**config.mk**
```make
export PLATFORM = sky130hd
export DESIGN_NAME = htq_interp
export DESIGN_NICKNAME = d
export VERILOG_FILES = /design/src/rtl/core/htq_pkg.sv /design/src/rtl/core/htq_interp.sv
export SDC_FILE = /design/constraint.sdc
export NUM_CORES = 2
export LEC_CHECK = 0
export BUFFER_PORTS_ARGS = -buffer_cell sky130_fd_sc_hd__buf_2
export CAP_MARGIN = 20
export CORE_MARGIN = 8
export CORE_UTILIZATION = 65
export CTS_CLUSTER_DIAMETER = 150
export DETAILED_ROUTE_END_ITERATION = 12
export PLACE_DENSITY_LB_ADDON = 0.12
export SLEW_MARGIN = 15
export SYNTH_ARGS = -nofsm -noshare
export SYNTH_HDL_FRONTEND = slang
export SYNTH_SLANG_ARGS = --single-unit
```
**constraint.sdc**
```tcl
create_clock -name clk_i -period 11.2 [get_ports clk_i]
set_clock_uncertainty 0.1 [all_clocks]
set_input_delay 2.24 -clock clk_i [delete_from_list [all_inputs] [get_ports clk_i]]
set_output_delay 2.24 -clock clk_i [all_outputs]
set_load 0.005 [all_outputs]
```
**src/rtl/core/htq_pkg.sv**
```systemverilog
// shared constants, codes and stage types of the height query block
`timescale 1ns / 1ps

package htq_pkg;

  localparam int MaxRows    = 256;
  localparam int MaxCols    = 256;
  localparam int StoreDepth = MaxRows * MaxCols;
  localparam int StoreAw    = $clog2(StoreDepth);
  localparam int BankDepth  = (StoreDepth + 1) / 2;
  localparam int BankAw     = StoreAw - 1;
  localparam int CellW      = $clog2(MaxRows > MaxCols ? MaxRows : MaxCols);
  localparam int FracW      = 16;
  localparam int QuotW      = CellW + FracW;
  localparam int DivSteps   = QuotW;
  localparam int RowW       = $clog2(MaxRows + 1);
  localparam int ColW       = $clog2(MaxCols + 1);
  localparam int CfgIdxW    = 3;

  localparam logic [FracW:0] OneQ = {1'b1, {FracW{1'b0}}};

  typedef enum logic [CfgIdxW-1:0] {
    CfgQuadX = 3'd0,
    CfgQuadY = 3'd1,
    CfgRows  = 3'd2,
    CfgCols  = 3'd3,
    CfgScale = 3'd4,
    CfgBase  = 3'd5
  } cfg_idx_e;

  typedef enum logic {
    ActLoad  = 1'b0,
    ActQuery = 1'b1
  } act_e;

  // one word in flight through the divider
  typedef struct packed {
    logic               qry;
    logic               bad;
    logic [StoreAw-1:0] ld_addr;
    logic [7:0]         ld_h;
    logic [31:0]        rx;
    logic [31:0]        ry;
    logic [CellW-1:0]   nx;
    logic [CellW-1:0]   ny;
    logic [QuotW-1:0]   qx;
    logic [QuotW-1:0]   qy;
  } htq_div_t;

  // word after the cell bound check and address build
  typedef struct packed {
    logic               qry;
    logic               bad;
    logic               lo;
    logic [FracW-1:0]   fx;
    logic [FracW-1:0]   fy;
    logic [StoreAw-1:0] base;
    logic [StoreAw-1:0] ld_addr;
    logic [7:0]         ld_h;
  } htq_addr_t;

  // sideband that travels next to the store read
  typedef struct packed {
    logic             bad;
    logic             lo;
    logic [FracW-1:0] fx;
    logic [FracW-1:0] fy;
  } htq_ip_t;

  typedef struct packed {
    logic [7:0] h0;
    logic [7:0] hr;
    logic [7:0] hb;
    logic [7:0] hbr;
  } htq_corners_t;

endpackage

```
**src/rtl/core/htq_interp.sv**
```systemverilog
// barycentric blend, height scale, rounding and saturation in five stages
`timescale 1ns / 1ps

module htq_interp import htq_pkg::*; (
  input  logic               clk_i,
  input  logic               rst_ni,
  input  logic               adv_i,
  input  logic               vld_i,
  input  htq_ip_t            ip_i,
  input  htq_corners_t       corners_i,
  input  logic signed [23:0] scale_i,
  input  logic [31:0]        base_i,
  output logic               vld_o,
  output logic [31:0]        height_o,
  output logic               in_range_o
);

  localparam int WW     = FracW + 1;
  localparam int ProdW  = WW + 1 + 9;
  localparam int RawW   = ProdW + 1;
  localparam int RawPad = RawW - 8 - FracW;
  localparam int ScW    = RawW + 24;
  localparam int RndW   = ScW + 1;

  logic [4:0] v_q;

  // stage 1: pick triangle, weights and edge deltas
  logic [7:0]        a1_d, a1_q;
  logic signed [8:0] d1_d, d2_d, d1_q, d2_q;
  logic [WW-1:0]     w1_d, w2_d, w1_q, w2_q;
  logic              bad1_q;

  always_comb begin
    if (ip_i.lo) begin
      a1_d = corners_i.h0;
      d1_d = $signed({1'b0, corners_i.hr}) - $signed({1'b0, corners_i.h0});
      d2_d = $signed({1'b0, corners_i.hb}) - $signed({1'b0, corners_i.h0});
      w1_d = {1'b0, ip_i.fx};
      w2_d = {1'b0, ip_i.fy};
    end else begin
      a1_d = corners_i.hbr;
      d1_d = $signed({1'b0, corners_i.hb}) - $signed({1'b0, corners_i.hbr});
      d2_d = $signed({1'b0, corners_i.hr}) - $signed({1'b0, corners_i.hbr});
      w1_d = OneQ - {1'b0, ip_i.fx};
      w2_d = OneQ - {1'b0, ip_i.fy};
    end
  end

  // stage 2: the two weighted deltas
  logic signed [ProdW-1:0] p1_d, p2_d, p1_q, p2_q;
  logic [7:0]              a2_q;
  logic                    bad2_q;

  assign p1_d = $signed({1'b0, w1_q}) * d1_q;
  assign p2_d = $signed({1'b0, w2_q}) * d2_q;

  // stage 3: raw height in Q8.16
  logic signed [RawW-1:0] raw_d, raw_q;
  logic                   bad3_q;

  assign raw_d = $signed({{RawPad{1'b0}}, a2_q, {FracW{1'b0}}}) + p1_q + p2_q;

  // stage 4: scale
  logic signed [ScW-1:0] sc_d, sc_q;
  logic                  bad4_q;

  assign sc_d = raw_q * scale_i;

  // stage 5: round half up, floor shift, saturate
  logic signed [RndW-1:0] rnd, sh;
  logic [RndW-32:0]       upper;
  logic [31:0]            sat;

  always_comb begin
    rnd   = RndW'(sc_q) + RndW'(1 << (FracW - 1));
    sh    = rnd >>> FracW;
    upper = sh[RndW-1:31];
    if (&upper || ~|upper) begin
      sat = sh[31:0];
    end else if (sh[RndW-1]) begin
      sat = 32'h8000_0000;
    end else begin
      sat = 32'h7fff_ffff;
    end
  end

  always_ff @(posedge clk_i or negedge rst_ni) begin
    if (!rst_ni) begin
      v_q <= '0;
    end else if (adv_i) begin
      v_q <= {v_q[3:0], vld_i};
    end
  end

  always_ff @(posedge clk_i) begin
    if (adv_i) begin
      a1_q       <= a1_d;
      d1_q       <= d1_d;
      d2_q       <= d2_d;
      w1_q       <= w1_d;
      w2_q       <= w2_d;
      bad1_q     <= ip_i.bad;
      p1_q       <= p1_d;
      p2_q       <= p2_d;
      a2_q       <= a1_q;
      bad2_q     <= bad1_q;
      raw_q      <= raw_d;
      bad3_q     <= bad2_q;
      sc_q       <= sc_d;
      bad4_q     <= bad3_q;
      height_o   <= bad4_q ? base_i : sat;
      in_range_o <= !bad4_q;
    end
  end

  assign vld_o = v_q[4];

endmodule

```
After elaboration in Yosys (flattened, before gate mapping)
Cells that the tools add are included.
- output and inout bits: 34
- bits of input ports: 126
- bits in registers: 244
- word-level logic and storage cells: 44
- muxes and demuxes: 8
- reductions and logical operators: 5
- add/sub/neg operators: 9
- multipliers: 3
- operators with widths (kind ; number):
    $mux W32 ; 3
    $mul A18 B9 Y27 ; 2
    $add A52 B17 Y53 const B ; 1
    $mul A28 B24 Y52 ; 1
    $sub A8 B8 Y9 ; 4
    $sub A17 B16 Y17 const A ; 2
    $mux W16 ; 2
    $add A25 B27 Y28 ; 1
    $add A28 B27 Y28 ; 1
    $mux W9 ; 2
    $mux W8 ; 1
    $reduce_and A6 Y1 ; 1
    $reduce_or A6 Y1 ; 1
    $logic_not A1 Y1 ; 2
    $logic_or A1 B1 Y1 ; 1

Logic depth before layout (Yosys ltp)
- depth in word-level cells: 6
- mapped depth: 28
- mapped depth without buffers: 26

Least setup slack after synthesis
Ideal clock, no wire load.
- path kind: in2reg
- start: in scale_i[0]
- end: reg sc_q[50], data pin
- data required time: 10.842 ns
- stages on the path: 25
- library setup time: 0.258 ns
- data arrival time: 8.702 ns
- path slack: 2.141 ns
- buffers on the path: 1
- cells stage by stage: clkbuf_1 nand2_1 inv_1 fa_1 fa_1 inv_1 fa_1 inv_1 fa_1 fa_1 inv_1 fa_1 fa_1 inv_1 ha_1 a21o_1 a21o_1 a21oi_1 o21bai_1 a21o_1 a21o_1 a221oi_1 o21ai_1 a21oi_1 xnor2_1
- word-level cells in the longest chain between the ends: 1
- ends and longest elaborated chain (item ; line ; source):
    start: declaration ; htq_interp.sv:11 ; input logic signed [23:0] scale_i,
    $mul A28 B24 Y52 ; htq_interp.sv:67 ; assign sc_d = raw_q * scale_i;
    net sc_d[50] ; htq_interp.sv:64 ; logic signed [ScW-1:0] sc_d, sc_q;
    end signal: assignment ; htq_interp.sv:109 ; sc_q <= sc_d;
    end: declaration ; htq_interp.sv:64 ;
The timed path passes the listed nets, and every way through them passes these cells.
A chain may end at the register's enable or synchronous reset.

Worst setup path in the final report
- start: in scale_i[5]
- end: reg sc_q[51], data pin
Same word-level chain as after synthesis.

==> impl_metrics.tcl <==
set metrics [dict create \
    ys_ff_latch 229 \
    synth_enable_flop_cells 224 \
    cts_max_path_buffers 3 \
    grt_overflow 0 \
    synth_nets 5968 \
    drtIter0Drc 1789 \
    grt_pass1_wl_microns 171900 \
    critPathTopFamily "adder cells" \
    path_class "in2reg" \
    post_cts_buffers 0 \
    wire_per_inst_microns 18.75 \
    vias 30661 \
    status "complete, no violations" \
    cts_resized 0 \
    max_freq_ghz 0.1093 \
    io_buffers 159 \
    synth_cells 4563 \
    register_area_sq_um 6852 \
    die_y_microns 278.8 \
    maxCapViolCount 0 \
    drv_slew 0 \
    dr_wl_met3_microns 8255 \
    post-dp-hpwl_microns 83730 \
    nets 5990 \
    tns_ns 0 \
    cts_hold_buffers 0 \
    fill_cells 5478 \
    grt_max_degree 101 \
    drt-met1-wl_microns 41490 \
    topRoutingLayerUsed "met5" \
    critPathBufInv 5 \
    synthFlopType "edfxtp_1" \
    root_buffer "clkbuf_16" \
    syn_avg_cell_area_sq_um 9.836 \
    finalWeightedCongestion 0.9124 \
    crit_top_cell "fa_1" \
    async_reset_ff_share_pct 2.183 \
    grt_usage_pct 27.53 \
    rsz0062_at_grt "false" \
    ys_seq_area_share_pct 15.27 \
    finalHoldViolCount 0 \
    critPathMaxStageDelay_ns 0.94 \
    final_cell_mix "inv_1 (976), fa_1 (919), nand2_1 (573), and2_1 (441), ha_1 (360)" \
    numCtsBuffers 28 \
    initial_core_util_pct 65.56 \
    cp-start-kind "input port" \
    tritoncts "done" \
    critPathRequiredTime_ns 11.41 \
    synth_cell_types 74 \
    cts.sinks 229 \
    area_growth_syn_to_layout_pct 5.160 \
    ys_warn_count 0 \
    core_sq_um 68470 \
    dieArea_sq_um 77720 \
    timing.final.crit_share_pct 81.67 \
    num_rows 96 \
    ant_nets 0 \
    endpoint_kind "register" \
    clkTransAtPathRegs_ns 0.06 \
    path_cells "buf_2 > and2_1 > fa_1 > fa_1 > inv_1 > fa_1 > inv_1 > fa_1 > fa_1 > inv_1 > fa_1 > fa_1 > inv_1 > ha_1 > a21o_1 > a21o_1 > a21oi_1 > o21bai_1 > a21o_1 > a21o_1 > a22oi_1 > o21ai_1 > o41ai_2 > xnor2_1" \
    wl_met2_microns 49870 \
    cts_max_level 1 \
    netlist_area_sq_um 44880 \
    drive_gt1_share_pct 5.839 \
    drc 0 \
    period_minus_slack_ns 9.147 \
    antenna_found_initial 8 \
    relSlewSlack_pct 17.55 \
    cp_max_fo 28 \
    clk_latency_ns 0.61 \
    multi_input_area_sq_um 33620 \
    final_common_cell "inv_1" \
    routed_wirelength_microns 103000 \
    crit_path_top_delay_cell "fa_1" \
    grt_pass1_vias 33494 \
    first_pass_iters 5 \
    io_pins 160 \
    crit_arrival_ns 9.35 \
    viasPerCell 5.580 \
    min_path_type "reg2reg" \
    setup_viol_count_final 0 \
    worstMarginPinSlew_ns 1.237 \
    die_w_microns 278.8 \
]
state kept, by name, indices dropped and copies added, names as in the netlist:
signal	count
sc_q	37
height_o	32
raw_q	28
p1_q	27
p2_q	27
w1_q	17
w2_q	17
d1_q	9
d2_q	9
a1_q	8
a2_q	8
v_q	5
bad1_q	1
bad2_q	1
bad3_q	1
bad4_q	1
in_range_o	1
synth_stat cells, types with 10 or more instances:
cell type / number / area share [%]
a211oi_1: 10 / 0.17
and3_1: 13 / 0.18
nor3_1: 38 / 0.42
o21a_1: 27 / 0.45
inv_1: 976 / 8.2
buf_1: 11 / 0.092
nor2_1: 110 / 0.92
a21o_1: 50 / 0.84
edfxtp_1: 224 / 15
and2_1: 441 / 6.1
a21oi_1: 95 / 1.1
nand2_1: 573 / 4.8
nand3_1: 27 / 0.30
clkbuf_1: 178 / 1.5
xnor2_1: 110 / 2.1
xor2_1: 79 / 1.5
nor2b_1: 24 / 0.33
a21boi_1: 15 / 0.25
fa_1: 919 / 41
o21ai_0: 69 / 0.77
o21bai_1: 17 / 0.28
o21ai_1: 21 / 0.23
nand2b_1: 50 / 0.70
ha_1: 360 / 10
worst reg2reg max path, stage by stage (launching register included):
cell and delay (ns):
edfxtp_1 1.16, nand2_1 0.20, fa_1 0.56, inv_1 0.05, fa_1 0.51, inv_1 0.07, fa_1 0.49, fa_1 0.51
inv_1 0.05, fa_1 0.49, fa_1 0.51, inv_1 0.07, fa_1 0.48, inv_1 0.04, ha_1 0.33, a211oi_2 0.25
o21ai_0 0.15, or2_0 0.26, a311oi_2 0.31, o21ai_2 0.16, a211o_1 0.35, a21oi_4 0.21, o21ai_1 0.14, o41ai_2 0.25
xnor2_1 0.10
layer usage:
metal / global-route usage [%] / vias to the layer above
met4: 7.928 / 4
met1: 35.90 / 15593
li1: - / 13856
met2: 46.91 / 1013
met3: 5.376 / 195
met5: 0 / -
cell families (layout without fill, tap and decap cells):
group	after synthesis	in the layout	synth area share (%)
flops	229	229	15.27
mux	14	14	0.3345
compound gates	370	370	5.383
simple gates	1311	1311	14.46
fa+ha+maj	1279	1279	51.03
buf+inv	1171	1215	9.841
other cells	0	6	0
xor+xnor	189	189	3.688
stage by stage:
stage          std cells  util, %  setup slack [ns]  hold slack (ns)  area [sq um]
6_report            5495    68.94             2.053           0.3214         47200
5_1_grt             5491    68.92             1.661           0.3265         47190
4_1_cts             5488    68.88             2.096           0.3241         47160
3_5_place_dp        5436    67.58             1.494           0.3079         46270
3_3_place_gp        5434    67.51             1.612           0.3012         46220
2_1_floorplan       4563        -             2.141           0.3003         44880
path summary, 6_finish.rpt:
path	startpoint	to	slack (ns)	cells after the start
max in group asynchronous	rst_ni	v_q[3]	9.49	1
min in group asynchronous	rst_ni	v_q[0]	1.35	1
max reg2reg	raw_q[18]	sc_q[51]	3.10	24
min	a1_q[7]	a2_q[7]	0.32	0
max	scale_i[5]	sc_q[51]	2.05	24
min reg2reg	a1_q[7]	a2_q[7]	0.32	0
layout make-up:
class                      instances  area share [%]
multi-input combinational       3163           71.23
tap                              882           2.338
timing repair buffer             186           2.237
clock buffer                      30           1.500
inverter                         977           7.770
clock inverter                    22          0.3738
antenna                            6         0.03181
sequential                       229           14.52
Power is left out: the tool's default activity adds up to more than one toggle a clock period on the data nets, which glitch-free logic cannot reach.
